[src/hdl/rsl_pkg.sv]
// Package with the constants, types and the square-root step shared by the spotlight pipeline.
`timescale 1ns / 1ps

package rsl_pkg;

	localparam int COORD_BITS  = 12;
	localparam int CENTER_BITS = 14;
	localparam int LUM_BITS    = 16;
	localparam int DIFF_BITS   =
		((CENTER_BITS > COORD_BITS + 1) ? CENTER_BITS : COORD_BITS + 1) + 1;

	localparam int NEAR_BITS = 8;
	localparam int D2_BITS   = 2 * NEAR_BITS;
	localparam int RADIUS    = 160;
	localparam int RADIUS_SQ = 25600;

	localparam int ROOT_BITS       = 12;
	localparam int RAD_BITS        = 2 * ROOT_BITS;
	localparam int REM_BITS        = ROOT_BITS + 3;
	localparam int SQRT_STAGES     = 4;
	localparam int STEPS_PER_STAGE = ROOT_BITS / SQRT_STAGES;
	localparam int DQ_LIMIT        = 2560;

	localparam int SLOPE_BITS  = 15;
	localparam logic [SLOPE_BITS-1:0] SLOPE = 15'd20972;
	localparam int SLOPE_SHIFT = 10;
	localparam int PROD_BITS   = ROOT_BITS + SLOPE_BITS;
	localparam int SCALE_BITS  = 17;
	localparam logic [SCALE_BITS-1:0] UNIT_SCALE = 17'd65536;
	localparam logic [SCALE_BITS-1:0] FAR_SCALE  = 17'd13107;

	localparam int CFG_ADDR_BITS = 1;
	localparam logic [CFG_ADDR_BITS-1:0] REG_CENTER_X = 1'b0;
	localparam logic [CFG_ADDR_BITS-1:0] REG_CENTER_Y = 1'b1;

	typedef struct packed {
		logic [REM_BITS-1:0]  rem;
		logic [ROOT_BITS-1:0] root;
		logic [RAD_BITS-1:0]  rad;
	} sqrt_state_t;

	typedef struct packed {
		logic                near;
		logic [LUM_BITS-1:0] lum;
	} side_t;

	function automatic sqrt_state_t sqrt_step(input sqrt_state_t s);
		sqrt_state_t         r;
		logic [REM_BITS-1:0] cur;
		logic [REM_BITS-1:0] trial;
		cur   = {s.rem[REM_BITS-3:0], s.rad[RAD_BITS-1 -: 2]};
		trial = REM_BITS'({s.root, 2'b01});
		r.rad = {s.rad[RAD_BITS-3:0], 2'b00};
		if (cur >= trial) begin
			r.rem  = cur - trial;
			r.root = {s.root[ROOT_BITS-2:0], 1'b1};
		end else begin
			r.rem  = cur;
			r.root = {s.root[ROOT_BITS-2:0], 1'b0};
		end
		return r;
	endfunction

endpackage

[src/hdl/radial_spotlight_luminance.sv]
// Top level of the radial spotlight: offsets, squared distance, square root, scale and product.
// An accepted input beat passes through the s1 and s2 registers, the square-root stages, s7 and the output register.
// Throughput is one beat per cycle; the whole pipeline advances together and holds on a stall.
// Input ready follows the output register: it is high when that register is empty or taken.
// Asynchronous active-low reset clears the valid bits and sets both center registers to zero.
`timescale 1ns / 1ps

module radial_spotlight_luminance (
	input  logic                              clk,
	input  logic                              arst_n,
	input  logic                              cfg_we,
	input  logic [rsl_pkg::CFG_ADDR_BITS-1:0] cfg_addr,
	input  logic [rsl_pkg::CENTER_BITS-1:0]   cfg_data,
	input  logic                              in_valid,
	output logic                              in_ready,
	input  logic [rsl_pkg::COORD_BITS-1:0]    pixel_x,
	input  logic [rsl_pkg::COORD_BITS-1:0]    pixel_y,
	input  logic [rsl_pkg::LUM_BITS-1:0]      lum_in,
	output logic                              out_valid,
	input  logic                              out_ready,
	output logic [rsl_pkg::LUM_BITS-1:0]      lum_out
);

	logic signed [rsl_pkg::CENTER_BITS-1:0] center_x_q;
	logic signed [rsl_pkg::CENTER_BITS-1:0] center_y_q;

	logic en;

	logic signed [rsl_pkg::DIFF_BITS-1:0] diff_x;
	logic signed [rsl_pkg::DIFF_BITS-1:0] diff_y;
	logic [rsl_pkg::DIFF_BITS-1:0] abs_x;
	logic [rsl_pkg::DIFF_BITS-1:0] abs_y;

	logic                              vld_s1;
	logic                              near_s1;
	logic [rsl_pkg::NEAR_BITS-1:0]     dx_s1;
	logic [rsl_pkg::NEAR_BITS-1:0]     dy_s1;
	logic [rsl_pkg::LUM_BITS-1:0]      lum_s1;

	logic [rsl_pkg::D2_BITS-1:0] sq_x;
	logic [rsl_pkg::D2_BITS-1:0] sq_y;
	logic [rsl_pkg::D2_BITS-1:0] d2_sum;

	logic                        vld_s2;
	logic [rsl_pkg::D2_BITS-1:0] d2_s2;
	rsl_pkg::side_t              side_s2;

	logic                          vld_s6;
	logic [rsl_pkg::ROOT_BITS-1:0] dq_s6;
	rsl_pkg::side_t                side_s6;

	logic [rsl_pkg::PROD_BITS-1:0]  slope_prod;
	logic [rsl_pkg::SCALE_BITS-1:0] scale_nx;

	logic                           vld_s7;
	logic [rsl_pkg::SCALE_BITS-1:0] scale_s7;
	logic [rsl_pkg::LUM_BITS-1:0]   lum_s7;

	logic [rsl_pkg::LUM_BITS+rsl_pkg::SCALE_BITS-1:0] lum_prod;

	logic                         out_valid_q;
	logic [rsl_pkg::LUM_BITS-1:0] lum_out_q;

	always_ff @(posedge clk or negedge arst_n) begin
		if (!arst_n) begin
			center_x_q <= '0;
			center_y_q <= '0;
		end else if (cfg_we) begin
			case (cfg_addr)
				rsl_pkg::REG_CENTER_X: center_x_q <= cfg_data;
				rsl_pkg::REG_CENTER_Y: center_y_q <= cfg_data;
				default: ;
			endcase
		end
	end

	assign en       = !out_valid_q || out_ready;
	assign in_ready = en;

	always_comb begin
		diff_x = rsl_pkg::DIFF_BITS'(center_x_q) - $signed(rsl_pkg::DIFF_BITS'(pixel_x));
		diff_y = rsl_pkg::DIFF_BITS'(center_y_q) - $signed(rsl_pkg::DIFF_BITS'(pixel_y));
		abs_x  = diff_x[rsl_pkg::DIFF_BITS-1] ? $unsigned(-diff_x) : $unsigned(diff_x);
		abs_y  = diff_y[rsl_pkg::DIFF_BITS-1] ? $unsigned(-diff_y) : $unsigned(diff_y);
	end

	always_comb begin
		sq_x   = dx_s1 * dx_s1;
		sq_y   = dy_s1 * dy_s1;
		d2_sum = sq_x + sq_y;
	end

	always_comb begin
		slope_prod = rsl_pkg::PROD_BITS'(dq_s6) * rsl_pkg::PROD_BITS'(rsl_pkg::SLOPE);
		if (side_s6.near) begin
			scale_nx = rsl_pkg::UNIT_SCALE -
				slope_prod[rsl_pkg::SLOPE_SHIFT +: rsl_pkg::SCALE_BITS];
		end else begin
			scale_nx = rsl_pkg::FAR_SCALE;
		end
	end

	assign lum_prod = (rsl_pkg::LUM_BITS + rsl_pkg::SCALE_BITS)'(lum_s7) *
		(rsl_pkg::LUM_BITS + rsl_pkg::SCALE_BITS)'(scale_s7);

	always_ff @(posedge clk or negedge arst_n) begin
		if (!arst_n) begin
			vld_s1      <= 1'b0;
			vld_s2      <= 1'b0;
			vld_s7      <= 1'b0;
			out_valid_q <= 1'b0;
		end else if (en) begin
			vld_s1      <= in_valid;
			vld_s2      <= vld_s1;
			vld_s7      <= vld_s6;
			out_valid_q <= vld_s7;
		end
	end

	always_ff @(posedge clk) begin
		if (en) begin
			near_s1      <= (abs_x < rsl_pkg::RADIUS) && (abs_y < rsl_pkg::RADIUS);
			dx_s1        <= abs_x[rsl_pkg::NEAR_BITS-1:0];
			dy_s1        <= abs_y[rsl_pkg::NEAR_BITS-1:0];
			lum_s1       <= lum_in;
			d2_s2        <= d2_sum;
			side_s2.near <= near_s1 && (d2_sum < rsl_pkg::RADIUS_SQ);
			side_s2.lum  <= lum_s1;
			scale_s7     <= scale_nx;
			lum_s7       <= side_s6.lum;
			lum_out_q    <= lum_prod[rsl_pkg::LUM_BITS +: rsl_pkg::LUM_BITS];
		end
	end

	rsl_isqrt u_isqrt (
		.clk      (clk),
		.arst_n   (arst_n),
		.en       (en),
		.in_vld   (vld_s2),
		.in_d2    (d2_s2),
		.in_side  (side_s2),
		.out_vld  (vld_s6),
		.out_root (dq_s6),
		.out_side (side_s6)
	);

	assign out_valid = out_valid_q;
	assign lum_out   = lum_out_q;

	a_scale_range: assert property (@(posedge clk) disable iff (!arst_n)
		vld_s7 |-> (scale_s7 >= rsl_pkg::FAR_SCALE) && (scale_s7 <= rsl_pkg::UNIT_SCALE))
		else $error("Scale left its allowed range.");

	a_root_range: assert property (@(posedge clk) disable iff (!arst_n)
		(vld_s6 && side_s6.near) |-> (dq_s6 < rsl_pkg::DQ_LIMIT))
		else $error("Square root exceeds the spotlight radius.");

	a_no_gain: assert property (@(posedge clk) disable iff (!arst_n)
		(en && vld_s7) |=> (lum_out_q <= $past(lum_s7)))
		else $error("Output luminance exceeds input luminance.");

endmodule

[src/hdl/rsl_isqrt.sv]
// Pipelined integer square root of the scaled squared distance, with sideband carried alongside.
`timescale 1ns / 1ps

module rsl_isqrt (
	input  logic                          clk,
	input  logic                          arst_n,
	input  logic                          en,
	input  logic                          in_vld,
	input  logic [rsl_pkg::D2_BITS-1:0]   in_d2,
	input  rsl_pkg::side_t                in_side,
	output logic                          out_vld,
	output logic [rsl_pkg::ROOT_BITS-1:0] out_root,
	output rsl_pkg::side_t                out_side
);

	rsl_pkg::sqrt_state_t sq_st_s   [rsl_pkg::SQRT_STAGES];
	rsl_pkg::side_t       sq_side_s [rsl_pkg::SQRT_STAGES];
	logic [rsl_pkg::SQRT_STAGES-1:0] sq_vld_s;

	rsl_pkg::sqrt_state_t st_in   [rsl_pkg::SQRT_STAGES];
	rsl_pkg::sqrt_state_t st_nx   [rsl_pkg::SQRT_STAGES];
	rsl_pkg::side_t       side_in [rsl_pkg::SQRT_STAGES];
	logic [rsl_pkg::SQRT_STAGES-1:0] vld_in;

	always_comb begin
		st_in[0].rem  = '0;
		st_in[0].root = '0;
		st_in[0].rad  = {in_d2, {(rsl_pkg::RAD_BITS - rsl_pkg::D2_BITS){1'b0}}};
		side_in[0]    = in_side;
		vld_in[0]     = in_vld;
		for (int i = 1; i < rsl_pkg::SQRT_STAGES; i++) begin
			st_in[i]   = sq_st_s[i-1];
			side_in[i] = sq_side_s[i-1];
			vld_in[i]  = sq_vld_s[i-1];
		end
	end

	for (genvar g = 0; g < rsl_pkg::SQRT_STAGES; g++) begin : g_stage
		always_comb begin
			rsl_pkg::sqrt_state_t t;
			t = st_in[g];
			for (int k = 0; k < rsl_pkg::STEPS_PER_STAGE; k++) begin
				t = rsl_pkg::sqrt_step(t);
			end
			st_nx[g] = t;
		end

		always_ff @(posedge clk or negedge arst_n) begin
			if (!arst_n) begin
				sq_vld_s[g] <= 1'b0;
			end else if (en) begin
				sq_vld_s[g] <= vld_in[g];
			end
		end

		always_ff @(posedge clk) begin
			if (en) begin
				sq_st_s[g]   <= st_nx[g];
				sq_side_s[g] <= side_in[g];
			end
		end
	end

	assign out_vld  = sq_vld_s[rsl_pkg::SQRT_STAGES-1];
	assign out_root = sq_st_s[rsl_pkg::SQRT_STAGES-1].root;
	assign out_side = sq_side_s[rsl_pkg::SQRT_STAGES-1];

endmodule

[config.mk]
export PLATFORM = sky130hd
export DESIGN_NAME = radial_spotlight_luminance
export DESIGN_NICKNAME = d
export VERILOG_FILES = /design/src/hdl/rsl_pkg.sv /design/src/hdl/radial_spotlight_luminance.sv /design/src/hdl/rsl_isqrt.sv
export SDC_FILE = /design/constraint.sdc
export NUM_CORES = 2
export LEC_CHECK = 0
export BUFFER_PORTS_ARGS = -buffer_cell sky130_fd_sc_hd__buf_2
export CAP_MARGIN = 30
export CORE_AREA = 2 2 166 290
export CTS_BUF_LIST = sky130_fd_sc_hd__clkbuf_4 sky130_fd_sc_hd__clkbuf_8 sky130_fd_sc_hd__clkbuf_16
export CTS_CLUSTER_DIAMETER = 40
export CTS_CLUSTER_SIZE = 16
export DETAILED_ROUTE_END_ITERATION = 8
export DIE_AREA = 0 0 168 292
export PLACE_DENSITY = 0.83
export SYNTH_ARGS = -nofsm -noshare
export SYNTH_HDL_FRONTEND = slang
export SYNTH_HIERARCHICAL = 1
export SYNTH_SLANG_ARGS = --single-unit
[constraint.sdc]
create_clock -name clk -period 16.6 [get_ports clk]
set_clock_uncertainty 0.2 [all_clocks]
set_input_delay 3.32 -clock clk [delete_from_list [all_inputs] [get_ports clk]]
set_output_delay 3.32 -clock clk [all_outputs]
set_load 0.03 [all_outputs]
-- After elaboration in Yosys (flattened, before gate mapping)
Memories as Yosys holds them, arrays and structs flattened.
Cells that the tools add are included.
- flip-flop bits (word level): 151
- RAM bits: 248
- input bits: 60
- output and inout bits: 18
- word-level logic and storage cells: 82
- memories kept: 2
- memory list (memory ; depth ; bits a word ; rd ports ; clocked after Yosys merged registers in ; wr ports ; RTL line ; RTL):
    u_isqrt.sq_st_s ; 4 ; 45 ; 4 ; 0 ; 4 ; rsl_isqrt.sv:16 ; rsl_pkg::sqrt_state_t sq_st_s [rsl_pkg::SQRT_STAGES];
    u_isqrt.sq_side_s ; 4 ; 17 ; 4 ; 0 ; 4 ; rsl_isqrt.sv:17 ; rsl_pkg::side_t sq_side_s [rsl_pkg::SQRT_STAGES];
- $add $sub $neg: 18
- multiply operators: 4
- magnitude comparators: 15
- mux-type cells: 16
- bitwise logic cells: 1
- reduce and logical (&&, ||, !) cells: 6
- operators with widths (cell ; number):
    two-way mux 25 bit ; 8
    greater-or-equal comparator 15 x 14 -> 1 bit ; 11
    two-way mux 27 bit ; 4
    subtractor 13 bit ; 7
    subtractor 15 x 14 -> 15 bit ; 4
    multiplier 16 x 17 -> 32 bit ; 1
    multiplier 8 x 8 -> 16 bit ; 2
    < comparator 15 x 8 -> 1 bit, second input constant ; 2
    two-way mux 15 bit ; 2
    negation 15 bit ; 2
    subtractor 14 x 13 -> 15 bit ; 2
    multiplier 12 x 13 -> 25 bit, second input constant ; 1
    subtractor 17 bit, first input constant ; 1
    adder 16 bit ; 1
    < comparator 16 x 15 -> 1 bit, second input constant ; 1
    AND reduction 2 bit ; 2
    subtractor 2 x 1 -> 3 bit, second input constant ; 1
    greater-or-equal comparator 2 x 1 -> 1 bit, second input constant ; 1
    logical AND 1 bit ; 2
    two-way mux 1 bit ; 2
    zero test 1 bit ; 1
    logical OR 1 bit ; 1
    NOT 1 bit ; 1

-- Longest topological paths before layout
An unclocked memory read counts as a cell.
- depth in word-level cells: 7
- depth in mapped cells: 34
- gate-level depth less buffers: 32

-- Modules after synthesis
Netlist, hierarchy kept.
- modules (own cells, without submodules) (module ; times used ; cells an instance ; area an instance (um^2) ; seq. area each (um^2)):
    radial_spotlight_luminance ; 1 ; 2267 ; 22327.7 ; 4254.1
    rsl_isqrt ; 1 ; 892 ; 9671.8 ; 4604.4

-- Least setup slack after synthesis
OpenSTA, ideal clock, no wires.
- path kind: input-to-output
- start point: in out_ready
- end point: out in_ready
- arrival: 10050 ps
- data required time: 13080 ps
- setup slack: 3030 ps
- stages on the path: 1
- buffers on the path: 0
- cells stage by stage: nand2b_1
- cells in the longest elaborated chain, start to end: 1
- ends and longest elaborated chain (item ; RTL line ; RTL):
    start: declaration ; radial_spotlight_luminance.sv:20 ; input logic out_ready,
    logical OR 1 bit ; radial_spotlight_luminance.sv:77 ; assign en = !out_valid_q || out_ready;
    end: declaration ; radial_spotlight_luminance.sv:15 ; output logic in_ready,
Every way passes these cells.

==> metrics.cfg <==
[status]
status=finished clean

[cts]
cts-buffers-inserted=38
cts_setup_buffers=0
cts_tree=done
clk_pin_slew_ns=0.07
cts_root_buffer=clkbuf_16
cts.path.max_buffers=3
cts_htree_levels=2
insertion_delay_ns=0.55
clock-sinks=301
cts_resized=0
cts_hold_buf=0

[placed_design]
gp_congestion=0.937
io_buffers=77
dpl_cell_area_mm2=0.0328
dp.final_hpwl_um=59200

[synthesis]
synthCells=3159
async_reset_ff_frac=0.120
synth_ff_type=edfxtp_1
syn_avg_cell_area_um2=10.1
synth_top_family_by_area=adder cells
ys_ff_latch=301
synth_xor_area_frac=0.0396
synthAdderAreaFrac=0.339
yosys.cell_types.count=116
synth_edf_count=265
ys_seq_area_frac=0.277
ys.warnings.count=6
netlist.area_leader.share=0.249
synthTopCellsByArea=edfxtp_1, fa_1, ha_1
synth.area.mux_share=0.0246
yosysTopAreaCell=edfxtp_1
synth_compound_area_frac=0.101
syn_area_mm2=0.0320
synth_fp_nets=3888
yosys.area_share.simple=0.144

[setup_path]
critPathMaxStageDelay_ns=0.47
worst-endpoint-required_ns=16.68
cp_max_fo=14
r2r_cells=29
r2r-start=u_isqrt/sq_st_s[1][12]
cp-start-kind=register
ff2ff_setup_slack_ns=8.36
crit_top_cell=a21oi_1
cp.arrival_ns=8.32
cp_top_family=compound AO/OA/AOI/OAI gates
path_class=reg2reg
path_buf_inv=4
end_kind=register
rr_endpoint=u_isqrt/sq_st_s[2][29]
crit_slowest_cell=o21ai_0

[cells_and_area]
drive_gt1_frac=0.0880
nets=3930
syn2layout_area_growth_pct=6.85
design_area_mm2=0.0342
nFillCells=3199
final_util=0.733

[timing]
period_minus_slack_ns=8.24
relSlewSlack=0.318
final-hold-violation-count=0
slew_viol_final=0
rsz0062_at_grt=false
timing.setup.tns_ns=0
tightest_slew_ns=1.02
setup_viol=0
fin_crit_sh=0.496
hold_ws_ns=0.216
fmax_mhz=121

[floorplanning]
die_area_mm2=0.0491
die_height_um=292
die_w_um=168
initial_utilization=0.686
core-area_mm2=0.0466
rows=105
io_pins=78

[hold_path]
min_path_cells=0
worstHoldPathType=reg2reg
worstHoldEndpoint=u_isqrt/sq_st_s[0][11]
hp-start=d2_s2[9]

[grt]
antenna_found_initial=2
grt_pass1_vias=25600
grt_usage=0.318
grt_pass1_wl_um=124000
grt.overflow.total=0
grt_max_degree=135

[routing]
drt-total-wl_um=75400
ant_nets=0
via_count=23400
viasPerCell=6.13
drtPass1Iterations=6
wl_per_cell_um=19.7
drt_drc_violations_left=0
first_iter_violations=1470

[run]
max_cap_violations=0

synth_stat cells, drive strengths merged (22+ instances only):
cell / number
clkbuf: 63
edfxtp: 265
xor2: 49
nand4: 28
nor2: 141
fa: 332
xnor2: 94
nand3: 55
a211oi: 23
or2: 22
and2: 153
a21oi: 129
dfrtp: 36
nor3: 40
nor2b: 27
nand2: 302
o21ai: 83
ha: 337
a21o: 44
inv: 533
mux2: 52
area by class of cell:
type                       instances  area (µm²)  area share
timing repair buffer              87         477      0.0139
clock buffer                      42         998      0.0292
multi-input combinational       2238       20800       0.607
clock inverter                    26         353      0.0103
inverter                         535        2010      0.0589
antenna                            2        5.00    0.000146
sequential                       301        8860       0.259
tap                              588         736      0.0215
metal layers:
| layer | wire length [µm] | GRT usage | up-vias |
|---|---|---|---|
| met5 | 0 | 0 | - |
| met4 | 5530 | 0.204 | 0 |
| met3 | 2860 | 0.0333 | 350 |
| met2 | 42000 | 0.616 | 787 |
| met1 | 25000 | 0.319 | 11600 |
| li1 | - | - | 10700 |
cell usage in the layout (no fill, tap or decap), types with 52 or more instances in the layout:
master	n
inv_1	531
and2_1	153
fa_1	332
nand2_1	302
a21oi_1	127
o21ai_0	76
buf_2	77
nand3_1	52
edfxtp_1	265
ha_1	337
xnor2_1	93
nor2_1	140
worst register-to-register path: cells and delay by family, from the launching register on:
family / cells / cell delay [ns]
AOI/OAI and AO/OA: 14 / 3.65
and+or+nand+nor: 7 / 1.91
DFF: 1 / 0.39
muxes: 1 / 0.35
adders and majority gates: 3 / 0.95
buffers and inverters: 4 / 0.54
how the worst max path moves through the flow:
stage          slack, ns  depth (start not counted)                     end              startpoint
2_1_floorplan       3.03                          1                in_ready               out_ready
3_3_place_gp        8.53                         30  u_isqrt/sq_st_s[2][26]  u_isqrt/sq_st_s[1][12]
3_5_place_dp        8.49                         29  u_isqrt/sq_st_s[2][29]  u_isqrt/sq_st_s[1][12]
4_1_cts             8.40                         29  u_isqrt/sq_st_s[2][29]  u_isqrt/sq_st_s[1][12]
5_1_grt             7.68                         32  u_isqrt/sq_st_s[2][26]  u_isqrt/sq_st_s[1][12]
6_report            8.36                         29  u_isqrt/sq_st_s[2][29]  u_isqrt/sq_st_s[1][12]
cells by family after synthesis:
kind of cell,Yosys count
buffers and inverters,620
xor gates and xnor gates,143
DFF,301
muxes,71
and+or+nand+nor,889
AOI/OAI and AO/OA,465
other,1
adders and majority gates,669
per-stage QoR:
stage,instances,setup WS (ns)
after floorplan,3159,3.03
after CTS,3817,8.40
after global routing,3819,7.68
after detailed placement,3749,8.49
final,3819,8.36
after global placement,3747,8.53
registers in the layout, indices dropped and copies added, names as in the netlist, 3 cells and up:
register,cells
u_isqrt/sq_st_s,82
u_isqrt/sq_side_s,68
lum_out,16
center_y_q,14
center_x_q,14
lum_s1,16
lum_s7,16
dx_s1,8
d2_s2,16
u_isqrt/sq_vld_s,3
side_s2,17
dy_s1,8
scale_s7,17
Power is not shown: default switching activity piles up to over one toggle a cycle in this logic, so the estimate is an artifact.
